===== src/rtl/ndm_pkg.sv =====
`default_nettype none
// ----------------------------------------------------------------------------
// ndm_pkg
// Shared types and character constants of the nested delimiter matcher.
// ----------------------------------------------------------------------------
package ndm_pkg;

    localparam logic [7:0] CH_LF     = 8'h0A;
    localparam logic [7:0] CH_CR     = 8'h0D;
    localparam logic [7:0] CH_DQUOTE = 8'h22;
    localparam logic [7:0] CH_SQUOTE = 8'h27;
    localparam logic [7:0] CH_LPAREN = 8'h28;
    localparam logic [7:0] CH_RPAREN = 8'h29;
    localparam logic [7:0] CH_LBRACK = 8'h5B;
    localparam logic [7:0] CH_BSLASH = 8'h5C;
    localparam logic [7:0] CH_RBRACK = 8'h5D;
    localparam logic [7:0] CH_LOW_N  = 8'h6E;
    localparam logic [7:0] CH_LOW_R  = 8'h72;
    localparam logic [7:0] CH_LOW_T  = 8'h74;
    localparam logic [7:0] CH_LBRACE = 8'h7B;
    localparam logic [7:0] CH_RBRACE = 8'h7D;

    localparam logic [1:0] ST_FOUND      = 2'd0;
    localparam logic [1:0] ST_NOT_FOUND  = 2'd1;
    localparam logic [1:0] ST_BAD_ESCAPE = 2'd2;
    localparam logic [1:0] ST_LIMIT      = 2'd3;

    localparam int OFFSET_W = 16;

    typedef enum logic [1:0] {
        ESC_NONE,
        ESC_BSLASH,
        ESC_CR
    } esc_t;

    // classified byte as it travels from front to back
    typedef struct packed {
        logic [7:0] ch;
        logic [7:0] wanted;
        logic       first;
        logic       last;
        logic       is_bslash;
        logic       is_cr;
        logic       follow_ok;
        logic       opens;
        logic [7:0] push_closer;
    } ndm_item_t;

endpackage
`default_nettype wire


===== src/rtl/ndm_front.sv =====
`default_nettype none
// ----------------------------------------------------------------------------
// ndm_front
// Classifies each incoming byte: escape followers, openers and their closers.
// ----------------------------------------------------------------------------
module ndm_front
    import ndm_pkg::*;
(
    input  wire logic [7:0] char_in,
    input  wire logic       first,
    input  wire logic       last,
    input  wire logic [7:0] wanted_closer,
    output ndm_item_t       item
);

    logic is_quote;

    always_comb begin
        is_quote         = (char_in == CH_DQUOTE) || (char_in == CH_SQUOTE);
        item.ch          = char_in;
        item.wanted      = wanted_closer;
        item.first       = first;
        item.last        = last;
        item.is_bslash   = (char_in == CH_BSLASH);
        item.is_cr       = (char_in == CH_CR);
        item.follow_ok   = (char_in == CH_LF) || (char_in == CH_BSLASH) ||
                           (char_in == CH_LOW_N) || (char_in == CH_LOW_R) ||
                           (char_in == CH_LOW_T) || is_quote;
        item.opens       = 1'b1;
        item.push_closer = char_in;
        unique case (char_in) inside
            CH_LBRACE: item.push_closer = CH_RBRACE;
            CH_LPAREN: item.push_closer = CH_RPAREN;
            CH_LBRACK: item.push_closer = CH_RBRACK;
            CH_DQUOTE, CH_SQUOTE: item.push_closer = char_in;
            default: item.opens = 1'b0;
        endcase
    end

endmodule
`default_nettype wire


===== src/rtl/ndm_queue.sv =====
`default_nettype none
// ----------------------------------------------------------------------------
// ndm_queue
// Two-entry queue between the classifier and the scan engine.
// ----------------------------------------------------------------------------
module ndm_queue
    import ndm_pkg::*;
(
    input  wire logic      aclk,
    input  wire logic      aresetn,
    input  wire logic      in_valid,
    output logic           in_ready,
    input  ndm_item_t      in_item,
    output logic           out_valid,
    input  wire logic      out_ready,
    output ndm_item_t      out_item
);

    ndm_item_t  entry_reg [2];
    logic       wr_ptr_reg, wr_ptr_next;
    logic       rd_ptr_reg, rd_ptr_next;
    logic [1:0] count_reg, count_next;
    logic       push, pop;

    always_comb begin
        in_ready    = (count_reg != 2'd2);
        out_valid   = (count_reg != 2'd0);
        out_item    = entry_reg[rd_ptr_reg];
        push        = in_valid && in_ready;
        pop         = out_valid && out_ready;
        wr_ptr_next = push ? ~wr_ptr_reg : wr_ptr_reg;
        rd_ptr_next = pop ? ~rd_ptr_reg : rd_ptr_reg;
        count_next  = count_reg + {1'b0, push} - {1'b0, pop};
    end

    always_ff @(posedge aclk) begin
        if (push) begin
            entry_reg[wr_ptr_reg] <= in_item;
        end
    end

    always_ff @(posedge aclk) begin
        if (!aresetn) begin
            wr_ptr_reg <= 1'b0;
            rd_ptr_reg <= 1'b0;
            count_reg  <= 2'd0;
        end else begin
            wr_ptr_reg <= wr_ptr_next;
            rd_ptr_reg <= rd_ptr_next;
            count_reg  <= count_next;
        end
    end

endmodule
`default_nettype wire


===== src/rtl/ndm_back.sv =====
`default_nettype none
// ----------------------------------------------------------------------------
// ndm_back
// Scan engine: closer stack, escape tracking, offset count and result register.
// ----------------------------------------------------------------------------
module ndm_back
    import ndm_pkg::*;
#(
    parameter int STACK_DEPTH = 16,
    parameter int LVL_W       = $clog2(STACK_DEPTH + 1)
) (
    input  wire logic                aclk,
    input  wire logic                aresetn,
    input  wire logic                in_valid,
    output logic                     in_ready,
    input  ndm_item_t                in_item,
    output logic                     m_valid,
    input  wire logic                m_ready,
    output logic [1:0]               m_status,
    output logic [OFFSET_W-1:0]      m_position,
    output logic                     scan_active,
    output logic [LVL_W-1:0]         nest_level
);

    localparam int IDX_W = (STACK_DEPTH > 1) ? $clog2(STACK_DEPTH) : 1;
    localparam logic [LVL_W-1:0] LVL_ONE = LVL_W'(1);
    localparam logic [LVL_W-1:0] LVL_TWO = LVL_W'(2);
    localparam logic [LVL_W-1:0] LVL_MAX = LVL_W'(STACK_DEPTH);

    // entries below the top; the top closer lives in top_reg
    logic [7:0] stack_mem [STACK_DEPTH];
    logic [7:0] below_reg;

    logic              active_reg, active_next;
    esc_t              esc_reg, esc_next;
    logic [LVL_W-1:0]  level_reg, level_next;
    logic [7:0]        top_reg, top_next;
    logic [OFFSET_W:0] off_reg, off_next;
    logic              m_valid_reg, m_valid_next;
    logic [1:0]        status_reg, status_next;
    logic [OFFSET_W-1:0] pos_reg, pos_next;

    logic              take, emit;
    logic [LVL_W-1:0]  eff_level;
    logic [7:0]        eff_top;
    esc_t              eff_esc;
    logic [OFFSET_W:0] eff_off;
    logic              top_is_quote;
    logic              wr_en;
    logic [IDX_W-1:0]  wr_addr, rd_addr;
    logic [LVL_W-1:0]  rd_level;

    always_comb begin
        take         = in_valid && (!m_valid_reg || m_ready);
        in_ready     = !m_valid_reg || m_ready;
        eff_level    = in_item.first ? LVL_ONE : level_reg;
        eff_top      = in_item.first ? in_item.wanted : top_reg;
        eff_esc      = in_item.first ? ESC_NONE : esc_reg;
        if (in_item.first) begin
            eff_off = '0;
        end else if (off_reg[OFFSET_W]) begin
            eff_off = off_reg;
        end else begin
            eff_off = off_reg + 1'b1;
        end
        top_is_quote = (eff_top == CH_DQUOTE) || (eff_top == CH_SQUOTE);

        active_next  = active_reg;
        esc_next     = esc_reg;
        level_next   = level_reg;
        top_next     = top_reg;
        off_next     = off_reg;
        status_next  = status_reg;
        pos_next     = pos_reg;
        emit         = 1'b0;
        wr_en        = 1'b0;
        wr_addr      = IDX_W'(eff_level - LVL_ONE);

        if (take && (in_item.first || active_reg)) begin
            active_next = 1'b1;
            level_next  = eff_level;
            top_next    = eff_top;
            esc_next    = eff_esc;
            off_next    = eff_off;
            pos_next    = '0;
            if (eff_off[OFFSET_W]) begin
                emit        = 1'b1;
                status_next = ST_LIMIT;
            end else begin
                unique case (eff_esc)
                    ESC_BSLASH: begin
                        if (in_item.is_cr) begin
                            esc_next = ESC_CR;
                        end else if (in_item.follow_ok) begin
                            esc_next = ESC_NONE;
                        end else begin
                            emit        = 1'b1;
                            status_next = ST_BAD_ESCAPE;
                        end
                    end
                    ESC_CR: begin
                        if (in_item.ch == CH_LF) begin
                            esc_next = ESC_NONE;
                        end else begin
                            emit        = 1'b1;
                            status_next = ST_BAD_ESCAPE;
                        end
                    end
                    default: begin
                        if (in_item.ch == eff_top) begin
                            if (eff_level == LVL_ONE) begin
                                emit        = 1'b1;
                                status_next = ST_FOUND;
                                pos_next    = eff_off[OFFSET_W-1:0];
                            end else begin
                                level_next = eff_level - LVL_ONE;
                                top_next   = below_reg;
                            end
                        end else if (in_item.is_bslash) begin
                            esc_next = ESC_BSLASH;
                        end else if (!top_is_quote && in_item.opens) begin
                            if (eff_level >= LVL_MAX) begin
                                emit        = 1'b1;
                                status_next = ST_LIMIT;
                            end else begin
                                // spill the old top below the new one
                                wr_en      = 1'b1;
                                top_next   = in_item.push_closer;
                                level_next = eff_level + LVL_ONE;
                            end
                        end
                    end
                endcase
            end
            if (!emit && in_item.last) begin
                emit        = 1'b1;
                status_next = (esc_next != ESC_NONE) ? ST_BAD_ESCAPE : ST_NOT_FOUND;
            end
            if (emit) begin
                active_next = 1'b0;
                esc_next    = ESC_NONE;
            end
        end

        if (take && emit) begin
            m_valid_next = 1'b1;
        end else if (m_ready) begin
            m_valid_next = 1'b0;
        end else begin
            m_valid_next = m_valid_reg;
        end

        // prefetch the entry under the next top
        rd_level = level_next - LVL_TWO;
        rd_addr  = rd_level[IDX_W-1:0];
    end

    always_ff @(posedge aclk) begin
        if (wr_en) begin
            stack_mem[wr_addr] <= eff_top;
        end
        if (wr_en && (wr_addr == rd_addr)) begin
            below_reg <= eff_top;
        end else begin
            below_reg <= stack_mem[rd_addr];
        end
    end

    always_ff @(posedge aclk) begin
        top_reg    <= top_next;
        status_reg <= status_next;
        pos_reg    <= pos_next;
    end

    always_ff @(posedge aclk) begin
        if (!aresetn) begin
            active_reg  <= 1'b0;
            esc_reg     <= ESC_NONE;
            level_reg   <= '0;
            off_reg     <= '0;
            m_valid_reg <= 1'b0;
        end else begin
            active_reg  <= active_next;
            esc_reg     <= esc_next;
            level_reg   <= level_next;
            off_reg     <= off_next;
            m_valid_reg <= m_valid_next;
        end
    end

    assign m_valid     = m_valid_reg;
    assign m_status    = status_reg;
    assign m_position  = pos_reg;
    assign scan_active = active_reg;
    assign nest_level  = level_reg;

endmodule
`default_nettype wire


===== src/rtl/nested_delimiter_matcher_core.sv =====
`default_nettype none
// ----------------------------------------------------------------------------
// nested_delimiter_matcher_core
// Streaming balanced delimiter matcher: finds the top-level closer of a byte
// range, honoring nested brackets, quote scopes and backslash escapes.
// ----------------------------------------------------------------------------
//  channel  | direction | payload                               | flow
//  s_       | in        | char_in, first, last, wanted_closer   | valid/ready
//  m_       | out       | status, position                      | valid/ready
//
//  one byte per cycle sustained while the result side does not stall; the scan
//  engine handles each byte with the top closer held in a register and the entry
//  beneath it prefetched from the stack memory.
//  a byte's result passes through the queue entry and then the result register;
//  bytes left waiting in the queue by a stall delay it further.
//  synchronous active-low reset clears the queue, scan state and result valid.
//  a stalled result holds the engine; the two-entry queue keeps s_ready high
//  until two bytes are waiting.
// ----------------------------------------------------------------------------
module nested_delimiter_matcher_core
    import ndm_pkg::*;
#(
    parameter int STACK_DEPTH = 16
) (
    input  wire logic                 aclk,
    input  wire logic                 aresetn,
    input  wire logic                 s_valid,
    output logic                      s_ready,
    input  wire logic [7:0]           s_char_in,
    input  wire logic                 s_first,
    input  wire logic                 s_last,
    input  wire logic [7:0]           s_wanted_closer,
    output logic                      m_valid,
    input  wire logic                 m_ready,
    output logic [1:0]                m_status,
    output logic [OFFSET_W-1:0]       m_position
);

    localparam int LVL_W = $clog2(STACK_DEPTH + 1);

    ndm_item_t        front_item;
    ndm_item_t        q_item;
    logic             q_valid;
    logic             q_ready;
    logic             scan_active;
    logic [LVL_W-1:0] nest_level;

    ndm_front u_front (
        .char_in       (s_char_in),
        .first         (s_first),
        .last          (s_last),
        .wanted_closer (s_wanted_closer),
        .item          (front_item)
    );

    ndm_queue u_queue (
        .aclk      (aclk),
        .aresetn   (aresetn),
        .in_valid  (s_valid),
        .in_ready  (s_ready),
        .in_item   (front_item),
        .out_valid (q_valid),
        .out_ready (q_ready),
        .out_item  (q_item)
    );

    ndm_back #(
        .STACK_DEPTH (STACK_DEPTH),
        .LVL_W       (LVL_W)
    ) u_back (
        .aclk        (aclk),
        .aresetn     (aresetn),
        .in_valid    (q_valid),
        .in_ready    (q_ready),
        .in_item     (q_item),
        .m_valid     (m_valid),
        .m_ready     (m_ready),
        .m_status    (m_status),
        .m_position  (m_position),
        .scan_active (scan_active),
        .nest_level  (nest_level)
    );

    // a running scan always has the top-level closer on the stack
    a_level_bounds: assert property (@(posedge aclk) disable iff (!aresetn)
        scan_active |-> (nest_level != '0) && (nest_level <= LVL_W'(STACK_DEPTH)))
        else $error("nest level out of range during a scan");

    // offset is reported only for a match
    a_position_zero: assert property (@(posedge aclk) disable iff (!aresetn)
        (m_valid && (m_status != ST_FOUND)) |-> (m_position == '0))
        else $error("nonzero position on a failure result");

    // no result and no running scan right after reset
    a_reset_clear: assert property (@(posedge aclk)
        !aresetn |=> !m_valid && !scan_active)
        else $error("state not cleared by reset");

endmodule
`default_nettype wire

===== config.mk =====
export PLATFORM = sky130hd
export DESIGN_NAME = nested_delimiter_matcher_core
export DESIGN_NICKNAME = d
export VERILOG_FILES = /design/src/rtl/ndm_pkg.sv /design/src/rtl/ndm_front.sv /design/src/rtl/ndm_queue.sv /design/src/rtl/ndm_back.sv /design/src/rtl/nested_delimiter_matcher_core.sv
export SDC_FILE = /design/constraint.sdc
export NUM_CORES = 1
export LEC_CHECK = 0
export BUFFER_PORTS_ARGS = -buffer_cell sky130_fd_sc_hd__buf_2
export CAP_MARGIN = 20
export CORE_MARGIN = 4
export CORE_UTILIZATION = 56
export DETAILED_ROUTE_END_ITERATION = 8
export PLACE_DENSITY = 0.76
export SETUP_SLACK_MARGIN = 0.5
export SYNTH_ARGS = -nofsm -noshare
export SYNTH_HDL_FRONTEND = slang
export SYNTH_SLANG_ARGS = --single-unit

===== constraint.sdc =====
create_clock -name aclk -period 3.35 [get_ports aclk]
set_input_delay 0.67 -clock aclk [delete_from_list [all_inputs] [get_ports aclk]]
set_output_delay 0.67 -clock aclk [all_outputs]
set_load 0.03 [all_outputs]

==> impl_metrics.json <==
{
  "switching_share_pct": 34.1,
  "io_pins": 42,
  "start_util_pct": 57.1,
  "min_period_over_period_pct": 90.2,
  "synth_cell_types": 69,
  "cp_max_fo": 8,
  "fill_cells": 1321,
  "path_class": "flip-flop to flip-flop",
  "grt_setup_unrepaired": "true",
  "seq_area_frac_synth_pct": 63.9,
  "die-area_um2": 22200,
  "ys_ff_latch": 249,
  "ys_async_sr_fraction_pct": 0,
  "cts_buffer_depth": 3,
  "yosys_warnings": 0,
  "syn_inst": 777,
  "crit_required_ns": 3.79,
  "drv_cap": 0,
  "seqPwrFrac_pct": 39.3,
  "htree_levels": 1,
  "slowest_stage": "edfxtp_1",
  "hold_class": "input port to flip-flop",
  "p_int_mw": 7.28,
  "grt_pass1_wl_mm": 40.8,
  "worstSetupStartpointType": "flip-flop",
  "grt_usage_pct": 23.7,
  "totalWireLength_mm": 26.0,
  "nNetsFinal": 883,
  "numPortBuffers": 41,
  "period_minus_slack_ns": 3.02,
  "ys_top_cells_by_area": "edfxtp_1, mux4_2, dfxtp_1",
  "clockPowerShare_pct": 25.0,
  "cts_tree": "built",
  "synth_edf_count": 214,
  "routed-via-count": 7150,
  "skew_ns": 0.0212,
  "finalSetupTns_ns": 0,
  "die_w_um": 149,
  "cts_root_buf": "clkbuf_16",
  "rows": 51,
  "combPwrFrac_pct": 35.7,
  "antenna_found_initial": 0,
  "outcome": "finished clean",
  "die_h_um": 149,
  "setup_viol": 0,
  "powerDensity_nw_per_um2": 828,
  "p_leak_nw": 4.42,
  "cp_top_family": "compound AO/OA/AOI/OAI gates",
  "dp_hpwl_mm": 17.0,
  "power_switching_mw": 3.76,
  "wl_per_cell_um": 22.9,
  "numCtsBuffers": 26,
  "yosys.area.top_type": "edfxtp_1",
  "grt_max_degree": 35,
  "syn_to_final_growth_pct": 19.5,
  "avgSynthCellArea_um2": 14.4,
  "finalHoldViolations": 0,
  "diodes": 0,
  "gp_congestion": 0.935,
  "synth_top_area_share_pct": 57.6,
  "drive_above_1_share_pct": 29.4,
  "cp.arrival_ns": 3.47,
  "peakVddDrop_uv": 517,
  "fmax_mhz": 331,
  "cts_sinks": 249,
  "firstDrtPassIters": 5,
  "crit_buf_inv": 3,
  "via_per_inst": 6.31,
  "largest_register_ffs": 128,
  "netlist_area_um2": 11200,
  "path_cells": "buf_6, and3_4, a221o_2, xor2_1, or3_1, a22oi_2, buf_6, a22oi_2, o211ai_1, o21ai_1, ha_2, inv_1",
  "synthesis.nets": 811,
  "critical_path.endpoint_type": "flip-flop",
  "hold_buffers": 0,
  "postRouteAntennaNets": 0,
  "yosys_most_used_dff": "edfxtp_1",
  "final_core_util_pct": 68.3,
  "relSlewSlack_pct": 44.2,
  "drc": 0,
  "coreArea_um2": 19500,
  "clk_pin_slew_ns": 0.06,
  "clkLatencyLatePin_ns": 0.54,
  "drt_iter0_markers": 725,
  "worst_slew_pin_slew_ns": 0.829,
  "maxSlewViolCount": 0,
  "grt_pass1_vias": 7110,
  "gr-total-overflow": 0,
  "critPathMaxStageDelay_ns": 0.41
}
==> placed cells by master (no fill, tap or decap), types with 8 or more instances in the layout <==
cell type and count:
edfxtp_1 214, nor2_1 47, buf_2 42, mux4_2 40, nand2_1 33, dfxtp_1 33
buf_4 32, clkbuf_16 26, o21ai_0 23, xnor2_1 23, a21oi_1 19, nor2_4 17
nand3_1 16, and2_1 16, inv_1 15, nor2b_1 15, nor3_1 13, mux2_2 12
mux2i_4 12, xor2_1 11, mux2i_1 10, ha_1 10, nor3b_1 8, nor4_1 8
mux2i_2 8, buf_12 8
==> layer usage <==
metal	vias up	GRT usage, %	wire length, um
met5	-	0	0
met4	0	4.58	516
met3	58	4.07	2010
met2	364	39.5	13100
met1	3584	33.5	10300
li1	3144	-	-
==> power groups by stage <==
stage	Combinational (mW)	Clock [mW]	Sequential, mW
floorplan	2.38	0	4.31
detailed placement	3.44	0	4.35
global route	4.17	2.95	4.38
finish	3.94	2.76	4.34
global placement	3.34	0	4.35
CTS	3.69	2.80	4.32
==> final cells by class <==
class | count | area [um2] | share of cell area (%)
inverter | 15 | 56.3 | 0.422
clock buffer | 30 | 666 | 4.99
tap | 265 | 332 | 2.49
clock inverter | 17 | 169 | 1.27
timing repair buffer | 89 | 714 | 5.36
sequential | 249 | 7130 | 53.5
multi-input combinational | 468 | 4260 | 32.0
==> synthesized netlist by cell type, types with 11 or more instances <==
master / count
a21oi_1: 19
and2_1: 19
clkbuf_1: 31
dfxtp_1: 35
edfxtp_1: 214
ha_1: 12
inv_1: 15
mux2_2: 13
mux2i_1: 30
mux4_2: 40
nand2_1: 40
nand3_1: 16
nor2_1: 66
nor2b_1: 17
nor3_1: 14
o21ai_0: 27
xnor2_1: 24
xor2_1: 11
==> per-stage QoR <==
step	instance area (um2)	power (mW)	hold WS (ns)	instances	setup slack, ns
6_report	13300	11.0	0.314	1133	0.328
5_1_grt	13300	11.5	0.306	1133	0.207
4_1_cts	13100	10.8	0.300	1127	0.411
3_5_place_dp	11900	7.79	0.499	1066	0.208
3_3_place_gp	11900	7.68	0.497	1066	0.327
2_1_floorplan	11300	6.69	0.469	777	0.455
==> logic make-up (layout without fill, tap and decap cells) <==
group           after synthesis  after routing  synth area share, %
compound gates              111            111                 6.99
xor+xnor                     35             35                 2.75
fa+ha+maj                    12             12                 1.35
buf+inv                      60            151                 2.33
flops                       249            249                 63.9
mux                          84             84                 12.2
simple gates                226            226                 10.5
==> timing repair <==
action                     CTS  global route
buffers inserted            11             6
gates resized for setup     42            34
setup endpoints to repair  146           167
gates cloned                 3             0
pin swaps                   22            18
==> worst register-to-register path: stages (launching register included) <==
cell and delay (ns):
edfxtp_1 0.41, buf_6 0.17, and3_4 0.17, a221o_2 0.35
xor2_1 0.15, or3_1 0.32, a22oi_2 0.32, buf_6 0.20
a22oi_2 0.08, o211ai_1 0.25, o21ai_1 0.15, ha_2 0.34
inv_1 0.04
==> path summary, 6_finish.rpt <==
kind	from	endpoint	slack (ns)	cells past startpoint
setup / recovery	u_queue.entry_reg[1][13]$_DFFE_PP_	flip-flop	0.33	12
hold reg to reg	u_back.esc_reg[1]$_SDFFE_PN0P_	u_back.esc_reg[1]$_SDFFE_PN0P_	0.51	1
setup reg to reg	u_queue.entry_reg[1][13]$_DFFE_PP_	flip-flop	0.33	12
hold / removal	s_wanted_closer[3]	u_queue.entry_reg[1][17]$_DFFE_PP_	0.31	1
Power figures use the tool's default switching activity.
